### src/tlwc_pkg.sv
// Shared types, character codes and defaults for the letter/word/clause counter.
package tlwc_pkg;

  localparam int unsigned COUNT_BITS_DEF = 16;

  // Item kinds on the func field
  localparam logic FUNC_CHAR = 1'b0;
  localparam logic FUNC_END  = 1'b1;

  // ASCII codes used by the classifier
  localparam logic [7:0] CH_PERIOD = 8'h2E;
  localparam logic [7:0] CH_BANG   = 8'h21;
  localparam logic [7:0] CH_QUEST  = 8'h3F;
  localparam logic [7:0] CH_APOS   = 8'h27;
  localparam logic [7:0] CH_SPACE  = 8'h20;
  localparam logic [7:0] CH_TAB    = 8'h09;
  localparam logic [7:0] CH_CR     = 8'h0D;
  localparam logic [7:0] CH_UP_A   = 8'h41;
  localparam logic [7:0] CH_UP_Z   = 8'h5A;
  localparam logic [7:0] CH_LO_A   = 8'h61;
  localparam logic [7:0] CH_LO_Z   = 8'h7A;
  localparam logic [7:0] CH_DIG_0  = 8'h30;
  localparam logic [7:0] CH_DIG_9  = 8'h39;

  typedef struct packed {
    logic letter;
    logic blank;
    logic digit;
    logic apos;
    logic stop;
  } char_class_t;

endpackage

### src/tlwc_classify.sv
// Byte classifier: letter, whitespace, digit, apostrophe, sentence stop.
module tlwc_classify (
  input  logic [7:0]           char_code,
  output tlwc_pkg::char_class_t cls
);

  always_comb begin
    cls.letter = ((char_code >= tlwc_pkg::CH_UP_A) && (char_code <= tlwc_pkg::CH_UP_Z)) ||
                 ((char_code >= tlwc_pkg::CH_LO_A) && (char_code <= tlwc_pkg::CH_LO_Z));
    cls.blank  = (char_code == tlwc_pkg::CH_SPACE) ||
                 ((char_code >= tlwc_pkg::CH_TAB) && (char_code <= tlwc_pkg::CH_CR));
    cls.digit  = (char_code >= tlwc_pkg::CH_DIG_0) && (char_code <= tlwc_pkg::CH_DIG_9);
    cls.apos   = (char_code == tlwc_pkg::CH_APOS);
    cls.stop   = (char_code == tlwc_pkg::CH_PERIOD) || (char_code == tlwc_pkg::CH_BANG) ||
                 (char_code == tlwc_pkg::CH_QUEST);
  end

endmodule

### src/tlwc_counter.sv
// Running counters and word/clause flags, with the end-of-text totals.
module tlwc_counter #(
  parameter int unsigned COUNT_BITS = tlwc_pkg::COUNT_BITS_DEF
) (
  input  logic                  clk,
  input  logic                  rst_n,
  input  logic                  step,
  input  logic                  func,
  input  tlwc_pkg::char_class_t cls,
  output logic [COUNT_BITS-1:0] letter_total,
  output logic [COUNT_BITS-1:0] word_total,
  output logic [COUNT_BITS-1:0] clause_total,
  output logic                  is_main_clause
);

  logic [COUNT_BITS-1:0] letters_r, letters_nxt;
  logic [COUNT_BITS-1:0] words_r, words_nxt;
  logic [COUNT_BITS-1:0] clauses_r, clauses_nxt;
  logic                  word_open_r, word_open_nxt;
  logic                  clause_open_r, clause_open_nxt;

  logic [COUNT_BITS-1:0] letters_inc, words_inc, clauses_inc;

  // hold at all-ones instead of wrapping
  assign letters_inc = (&letters_r) ? letters_r : letters_r + COUNT_BITS'(1);
  assign words_inc   = (&words_r)   ? words_r   : words_r + COUNT_BITS'(1);
  assign clauses_inc = (&clauses_r) ? clauses_r : clauses_r + COUNT_BITS'(1);

  assign letter_total   = letters_r;
  assign word_total     = words_r;
  assign clause_total   = clause_open_r ? clauses_inc : clauses_r;
  assign is_main_clause = (clause_total == COUNT_BITS'(1));

  always_comb begin
    letters_nxt     = letters_r;
    words_nxt       = words_r;
    clauses_nxt     = clauses_r;
    word_open_nxt   = word_open_r;
    clause_open_nxt = clause_open_r;
    if (step) begin
      if (func == tlwc_pkg::FUNC_END) begin
        letters_nxt     = '0;
        words_nxt       = '0;
        clauses_nxt     = '0;
        word_open_nxt   = 1'b0;
        clause_open_nxt = 1'b0;
      end else if (cls.letter) begin
        letters_nxt = letters_inc;
        if (!word_open_r) begin
          words_nxt     = words_inc;
          word_open_nxt = 1'b1;
        end
        clause_open_nxt = 1'b1;
      end else if (clause_open_r && cls.stop) begin
        // stop closes the clause but leaves the word open
        clauses_nxt     = clauses_inc;
        clause_open_nxt = 1'b0;
      end else begin
        word_open_nxt = 1'b0;
        if (!cls.blank && (cls.digit || cls.apos)) begin
          clause_open_nxt = 1'b1;
        end
      end
    end
  end

  always_ff @(posedge clk) begin
    if (!rst_n) begin
      letters_r     <= '0;
      words_r       <= '0;
      clauses_r     <= '0;
      word_open_r   <= 1'b0;
      clause_open_r <= 1'b0;
    end else begin
      letters_r     <= letters_nxt;
      words_r       <= words_nxt;
      clauses_r     <= clauses_nxt;
      word_open_r   <= word_open_nxt;
      clause_open_r <= clause_open_nxt;
    end
  end

endmodule

### src/text_letter_word_clause_counter_unit.sv
// Letter, word and clause counter top level: input register, counters, result register.
//
// Input channel (in_valid/in_ready): one item per byte of text with in_func = 0,
// then one item with in_func = 1 to end the text. Character items give no result.
// Result channel (out_valid/out_ready): one item per end of text, carrying the
// letter, word and clause totals and a flag set when exactly one clause was seen.
// Counters saturate at all ones. After the end-of-text item the counters clear
// and the next byte starts a new text.
// An end-of-text item passes through the input register, then the result register.
// Throughput: one item per cycle while no end-of-text item waits for a free result
// slot; the counter update is a single add and compare per counter between the
// input register and the state registers.
// Stall: while a result waits, character items keep flowing; a second
// end-of-text item waits in the input register until the result is taken,
// and in_ready drops only then.
// Reset (rst_n low, synchronous): both registers empty, all counters zero.
module text_letter_word_clause_counter_unit #(
  parameter int unsigned COUNT_BITS = tlwc_pkg::COUNT_BITS_DEF
) (
  input  logic                  clk,
  input  logic                  rst_n,
  input  logic                  in_valid,
  output logic                  in_ready,
  input  logic                  in_func,
  input  logic [7:0]            in_char_code,
  output logic                  out_valid,
  input  logic                  out_ready,
  output logic [COUNT_BITS-1:0] out_letter_total,
  output logic [COUNT_BITS-1:0] out_word_total,
  output logic [COUNT_BITS-1:0] out_clause_total,
  output logic                  out_is_main_clause
);

  logic                  in_vld_r, in_vld_nxt;
  logic                  func_r;
  logic [7:0]            char_r;
  logic                  out_vld_r, out_vld_nxt;
  logic [COUNT_BITS-1:0] letter_r, word_r, clause_r;
  logic                  main_r;

  logic                  advance;
  logic                  in_take;
  logic                  emit;
  tlwc_pkg::char_class_t cls;
  logic [COUNT_BITS-1:0] letter_tot, word_tot, clause_tot;
  logic                  main_tot;

  // a character item never waits; an end-of-text item needs a free result slot
  assign advance  = in_vld_r && ((func_r == tlwc_pkg::FUNC_CHAR) || !out_vld_r || out_ready);
  assign emit     = advance && (func_r == tlwc_pkg::FUNC_END);
  assign in_ready = !in_vld_r || advance;
  assign in_take  = in_valid && in_ready;

  tlwc_classify u_classify (
    .char_code (char_r),
    .cls       (cls)
  );

  tlwc_counter #(
    .COUNT_BITS (COUNT_BITS)
  ) u_counter (
    .clk            (clk),
    .rst_n          (rst_n),
    .step           (advance),
    .func           (func_r),
    .cls            (cls),
    .letter_total   (letter_tot),
    .word_total     (word_tot),
    .clause_total   (clause_tot),
    .is_main_clause (main_tot)
  );

  always_comb begin
    in_vld_nxt = in_vld_r;
    if (in_take) begin
      in_vld_nxt = 1'b1;
    end else if (advance) begin
      in_vld_nxt = 1'b0;
    end
    out_vld_nxt = out_vld_r;
    if (emit) begin
      out_vld_nxt = 1'b1;
    end else if (out_ready) begin
      out_vld_nxt = 1'b0;
    end
  end

  always_ff @(posedge clk) begin
    if (!rst_n) begin
      in_vld_r  <= 1'b0;
      out_vld_r <= 1'b0;
    end else begin
      in_vld_r  <= in_vld_nxt;
      out_vld_r <= out_vld_nxt;
    end
  end

  always_ff @(posedge clk) begin
    if (in_take) begin
      func_r <= in_func;
      char_r <= in_char_code;
    end
    if (emit) begin
      letter_r <= letter_tot;
      word_r   <= word_tot;
      clause_r <= clause_tot;
      main_r   <= main_tot;
    end
  end

  assign out_valid          = out_vld_r;
  assign out_letter_total   = letter_r;
  assign out_word_total     = word_r;
  assign out_clause_total   = clause_r;
  assign out_is_main_clause = main_r;

`ifndef ASSERT_OFF
  a_emit_shows: assert property (@(posedge clk) disable iff (!rst_n)
    emit |=> out_valid)
    else $error("end-of-text item did not reach the result register");

  a_counters_clear: assert property (@(posedge clk) disable iff (!rst_n)
    emit |=> (letter_tot == '0) && (word_tot == '0) && (clause_tot == '0))
    else $error("counters not cleared after end of text");

  a_main_flag: assert property (@(posedge clk) disable iff (!rst_n)
    out_valid |-> (out_is_main_clause == (out_clause_total == COUNT_BITS'(1))))
    else $error("main-clause flag disagrees with clause total");

  a_words_le_letters: assert property (@(posedge clk) disable iff (!rst_n)
    out_valid |-> (out_word_total <= out_letter_total))
    else $error("more words than letters");
`endif

endmodule

### config.mk
export PLATFORM = sky130hd
export DESIGN_NAME = text_letter_word_clause_counter_unit
export DESIGN_NICKNAME = d
export VERILOG_FILES = /design/src/tlwc_pkg.sv /design/src/tlwc_classify.sv /design/src/tlwc_counter.sv /design/src/text_letter_word_clause_counter_unit.sv
export SDC_FILE = /design/constraint.sdc
export NUM_CORES = 1
export LEC_CHECK = 0
export BUFFER_PORTS_ARGS = -buffer_cell sky130_fd_sc_hd__buf_2
export CAP_MARGIN = 20
export CELL_PAD_IN_SITES_DETAIL_PLACEMENT = 0
export CELL_PAD_IN_SITES_GLOBAL_PLACEMENT = 1
export CORE_ASPECT_RATIO = 1.5
export CORE_MARGIN = 2
export CORE_UTILIZATION = 49
export DETAILED_ROUTE_END_ITERATION = 8
export GPL_TIMING_DRIVEN = 0
export PLACE_DENSITY_LB_ADDON = 0.1
export RECOVER_POWER = 25
export SETUP_SLACK_MARGIN = 0.3
export SYNTH_ARGS = -nofsm -noshare
export SYNTH_HDL_FRONTEND = slang
export SYNTH_SLANG_ARGS = --single-unit
export TNS_END_PERCENT = 100
### constraint.sdc
create_clock -name clk -period 6.75 [get_ports clk]
set_clock_uncertainty 0.05 [all_clocks]
set_input_delay 1.35 -clock clk [delete_from_list [all_inputs] [get_ports clk]]
set_output_delay 1.35 -clock clk [all_outputs]
set_load 0.005 [all_outputs]
=== Yosys cells after proc, flatten, opt, wreduce, memory -nomap -nowiden ===
Cells that the tools add are included.

* $add $sub $neg: 3
* Magnitude comparators: 8
* Equal/unequal tests: 11
* Mux-type cells: 23
* Bitwise logic cells: 1
* Reductions and logical operators: 33

{| class="wikitable"
|+ Operators by type and width
! kind !! count
|-
| $mux 16 || 12
|-
| $add 16x1->16 const B || 3
|-
| $reduce_and 16->1 || 3
|-
| $eq 8x6->1 const B || 5
|-
| $eq 16x1->1 const B || 1
|-
| $ge 8x7->1 const B || 2
|-
| $le 8x7->1 const B || 2
|-
| $mux 1 || 11
|-
| $logic_and 1x1->1 || 9
|-
| $ge 8x4->1 const B || 1
|-
| $ge 8x6->1 const B || 1
|-
| $le 8x4->1 const B || 1
|-
| $le 8x6->1 const B || 1
|-
| $logic_or 1x1->1 || 8
|-
| $ne 2x2->1 const B || 4
|-
| $reduce_bool 2->1 || 4
|-
| $reduce_and 3->1 || 2
|-
| $reduce_and 2->1 || 2
|-
| $reduce_and 4->1 || 1
|-
| $reduce_bool 4->1 || 1
|-
| $logic_not 1->1 || 3
|-
| $ne 3x3->1 const B || 1
|-
| $not 1->1 || 1
|}

* Register bits: 110
* Input port bits: 13
* Output and inout port bits: 51
* Word-level logic and storage cells: 92

=== Logic depth before layout (Yosys ltp) ===
* Depth after elaboration: 9
* Depth in mapped cells: 8
* Depth with buffers taken out: 7

=== Modules after synthesis ===
A second synthesis with hierarchy kept.

* Cell total of the unflattened synthesis: 496
* Area total of the unflattened synthesis: 5111.2 sq um

{| class="wikitable"
|+ By module, submodules not included
! module !! times used !! cells an instance !! area an instance (sq um) !! seq. area each (sq um)
|-
| tlwc_counter || 1 || 402 || 3086.7 || 1001.0
|-
| text_letter_word_clause_counter_unit || 1 || 70 || 1859.3 || 1781.7
|-
| tlwc_classify || 1 || 24 || 165.2 || 0.0
|}

=== Worst setup path after synthesis ===
No wires, ideal clock.

* Path kind: input to register
* From: in out_ready
* To: reg clause_r[0] (netlist: out_clause_total[0]) (enable)
* Setup time: 403 ps
* Arrival: 2929 ps
* Required time: 6297 ps
* Setup slack: 3368 ps
* Stages on the path: 5
* Buffers on the path: 1
* Path through: nand3b_1 -> and2_1 -> clkbuf_1 -> nand2_1 -> inv_1

* Longest elaborated chain between the ends: 3

{| class="wikitable"
|+ RTL lines
! item !! RTL line !! text
|-
| from (decl) || text_letter_word_clause_counter_unit.sv:27 || <nowiki>input logic out_ready,</nowiki>
|-
| $logic_or 1x1->1 || text_letter_word_clause_counter_unit.sv:49 || <nowiki>assign advance = in_vld_r && ((func_r == tlwc_pkg::FUNC_CHAR) || !out_vld_r || out_ready);</nowiki>
|-
| $logic_and 1x1->1 || text_letter_word_clause_counter_unit.sv:49 ||
|-
| $logic_and 1x1->1 || text_letter_word_clause_counter_unit.sv:50 || <nowiki>assign emit = advance && (func_r == tlwc_pkg::FUNC_END);</nowiki>
|-
| via emit || text_letter_word_clause_counter_unit.sv:43 || <nowiki>logic emit;</nowiki>
|-
| to (signal assigned) || text_letter_word_clause_counter_unit.sv:106 || <nowiki>clause_r <= clause_tot;</nowiki>
|-
| to (decl) || text_letter_word_clause_counter_unit.sv:38 || <nowiki>logic [COUNT_BITS-1:0] letter_r, word_r, clause_r;</nowiki>
|}

The timed path passes the listed nets, and every way through them passes these cells.
A chain may end at the register's enable or synchronous reset.

=== Worst setup path after layout ===
* From: reg u_counter.clauses_r[0]
* To: reg main_r (netlist: out_is_main_clause), data pin

* Longest elaborated chain between the ends: 4
* Elaborated cells on any way between the ends: 5
* Classes of those cells: add/sub: 1; eq/ne: 1; mux: 2; reduce/logical: 1

{| class="wikitable"
|+ RTL lines
! item !! RTL line !! text
|-
| from (decl) || tlwc_counter.sv:18 || <nowiki>logic [COUNT_BITS-1:0] clauses_r, clauses_nxt;</nowiki>
|-
| from (signal assigned) || tlwc_counter.sv:77 || <nowiki>clauses_r <= clauses_nxt;</nowiki>
|-
| $add 16x1->16 / $reduce_and 16->1 (equally long branches) || tlwc_counter.sv:27 || <nowiki>assign clauses_inc = (&clauses_r) ? clauses_r : clauses_r + COUNT_BITS'(1);</nowiki>
|-
| $mux 16 || tlwc_counter.sv:27 ||
|-
| $mux 16 (*) || tlwc_counter.sv:31 || <nowiki>assign clause_total = clause_open_r ? clauses_inc : clauses_r;</nowiki>
|-
| $eq 16x1->1 (*) || tlwc_counter.sv:32 || <nowiki>assign is_main_clause = (clause_total == COUNT_BITS'(1));</nowiki>
|-
| via main_tot || text_letter_word_clause_counter_unit.sv:46 || <nowiki>logic main_tot;</nowiki>
|-
| to (signal assigned) || text_letter_word_clause_counter_unit.sv:107 || <nowiki>main_r <= main_tot;</nowiki>
|-
| to (decl) || text_letter_word_clause_counter_unit.sv:39 || <nowiki>logic main_r;</nowiki>
|}

The timed path passes the listed nets; every way through them passes the cells marked *.

==> reports/metrics.cfg <==
[timing]
slew_headroom_pct = 0.7304
fin_tns_setup_ps = 0
period_minus_slack_ps = 3608
slew_violations = 0
finalSetupViolations = 0
finalHoldViolCount = 0
fin_worst_hold_slack_ps = 418.8
period_share_pct = 53.45
rsz0062_at_grt = no
tightest_slew_ps = 1470
worst_slack_ps = 3142
timing.fmax_mhz = 277.1

[clocking]
cts_made_buffers = 9
cts_tree = built
post-cts-setup-buffers = 0
cts-hold-fix-buffers = 0
insertion_delay_ps = 350
clock_path_buffers = 2
clkSlewWorstSetupHoldPaths_ps = 70
htree_levels = 3
clockRootBuffer = clkbuf_16
cts_resized = 0
cts.sinks = 110

[worst_hold_path]
hp-class = register to register
hold_depth = 2
hold_end = u_counter.word_open_r
hp-start = u_counter.word_open_r

[run_status]
failed_checks = capacitance limit
status = finished with violations

[die]
die_height_um = 128.7
ios = 64
initial_core_util_pct = 50.09
dieArea_um2 = 11210
rows = 45
die_w_um = 87.11
design.core.area_um2 = 10130

[finish]
finalNonFillerCells = 686
utilization_pct = 57.27
fillers = 895
final_nets = 580
area_growth_pct = 14.35
diodes = 0
regArea_um2 = 2783
postLayoutCellArea_um2 = 5804
multi_input_area_um2 = 2143
drive_gt1_share_pct = 17.57

[placement]
io_buffers = 63
place.gp.congestion = 0.8531
dp_cells = 670
postPlaceCellArea_um2 = 5558
pre_cts_ws_ps = 3264
dpl.hpwl_um = 8403

[logic_synthesis]
yosysMostFrequentCell = edfxtp_1
ys_types = 63
synth_edf_count = 58
syn_area_per_cell_um2 = 10.38
synthCells = 489
synth_seq_area_share_pct = 54.82
ys_warn_count = 0
synth_top_area_share_pct = 34.31
synthArstFlopShare_pct = 0
synth_ff_type = edfxtp_1
synth_top_area_cell = edfxtp_1
synth_nets = 505
synth.area.top_cells = edfxtp_1, dfxtp_1, nor2_1, nand2_1, a21oi_1
ys_seq_elements = 110
syn_area_um2 = 5076
ys_top_cells_by_count = edfxtp_1, dfxtp_1, nor2_1

[global_route]
grt_max_degree = 34
grt_antenna_before_repair = 0
grt-ovfl-total = 0
track_usage_pct = 21.67
grt_pass1_vias = 3886
grt_pass1_wl_um = 19060

[critical_path]
crit_fanout = 8
crit_chain = ha_1, nand4_1, o41ai_1, nor2_2, or3_1, a2111oi_2, and4_1
crit_path_start_kind = register
critPathArrivalTime_ps = 3770
reg2reg_depth = 7
path_delay_family = compound AO/OA/AOI/OAI gates
cp_slowest_stage_delay_ps = 1260
reg2reg_slack_ps = 3140
cp-end-kind = register
startpoint = u_counter.clauses_r[0]
critical_path_buf_inv_count = 0
slowest_stage = o41ai_1
timing.rr.start = u_counter.clauses_r[0]
reg2reg_to = out_is_main_clause
criticalPathCategory = register to register
required_ps = 6910

[routing]
drtAntennaViolNets = 0
drc = 0
routed_wl_um = 11730
via_per_inst = 5.931
vias = 4069
first_pass_iters = 5
wire_per_inst_um = 17.09
dr.first_iter.drc_count = 200

[power]
power_density_nw_per_um2 = 219.2
cellLeakagePower_nw = 2.029
power_mw = 1.272
peakVddDrop_mv = 0.1466

[flow_run]
cap_violations = 1

-- flip-flops by register name, indices dropped and copies added, names as in the netlist --
signal,count
in_vld_r,1
u_counter.word_total,16
char_r,8
out_valid,1
func_r,1
out_word_total,16
u_counter.word_open_r,1
u_counter.letter_total,16
out_is_main_clause,1
out_clause_total,16
u_counter.clause_open_r,1
u_counter.clauses_r,16
out_letter_total,16
-- worst reg2reg max path: stages (launching register included) --
cell       delay [ps]
dfxtp_1           490
ha_1              330
nand4_1           210
o41ai_1          1260
nor2_2            140
or3_1             390
a2111oi_2         370
and4_1            230
-- cells in the final DEF (no fill, tap or decap), types with 9 or more instances in the layout --
master	instances
nand3_1	27
nand4_1	17
clkbuf_1	14
o21ai_0	12
and3_1	9
a31oi_1	10
a21oi_1	28
edfxtp_1	58
nand2_1	44
buf_2	65
nor2_1	48
o31ai_1	13
o21ai_1	17
dfxtp_1	52
xor2_1	15
xnor2_1	9
clkbuf_16	9
-- how the worst max path moves through the flow --
stage	to	cells after the start	slack (ps)
2_1_floorplan	out_clause_total[0]	5	3370
3_3_place_gp	out_clause_total[15]	6	2560
3_5_place_dp	u_counter.letter_total[10]	8	3260
4_1_cts	in_ready	4	3300
5_1_grt	out_is_main_clause	7	2920
6_report	out_is_main_clause	7	3140
-- final cells by class --
| class | instances | area share, % |
|---|---|---|
| buffer | 20 | 1.681 |
| clock buffer | 10 | 3.945 |
| clock inverter | 6 | 0.6467 |
| inverter | 9 | 0.5820 |
| multi-input combinational | 350 | 36.93 |
| sequential | 110 | 47.94 |
| tap | 117 | 2.522 |
| timing repair buffer | 64 | 5.756 |
-- power by group --
part	internal, mW	switching, mW
sequential	0.716	0.00695
combinational	0.0205	0.0415
clock	0.249	0.238
-- logic make-up after synthesis --
| kind of cell | after synthesis | share of synthesized area, % |
|---|---|---|
| buffers and inverters | 29 | 2.588 |
| DFF | 110 | 54.82 |
| adders and majority gates | 3 | 0.7395 |
| and+or+nand+nor | 199 | 20.16 |
| muxes | 6 | 1.331 |
| xor gates and xnor gates | 24 | 4.141 |
| AOI/OAI and AO/OA | 118 | 16.22 |
-- layer usage --
layer / global-route usage (%) / vias up / share of wire [%]
met5: 0 / - / 0
met4: 8.959 / 0 / 1.8
met3: 3.784 / 17 / 3.5
met2: 38.03 / 97 / 52
met1: 25.94 / 1949 / 43
li1: - / 2006 / -
No activity file was read; power rests on OpenSTA's default activity.
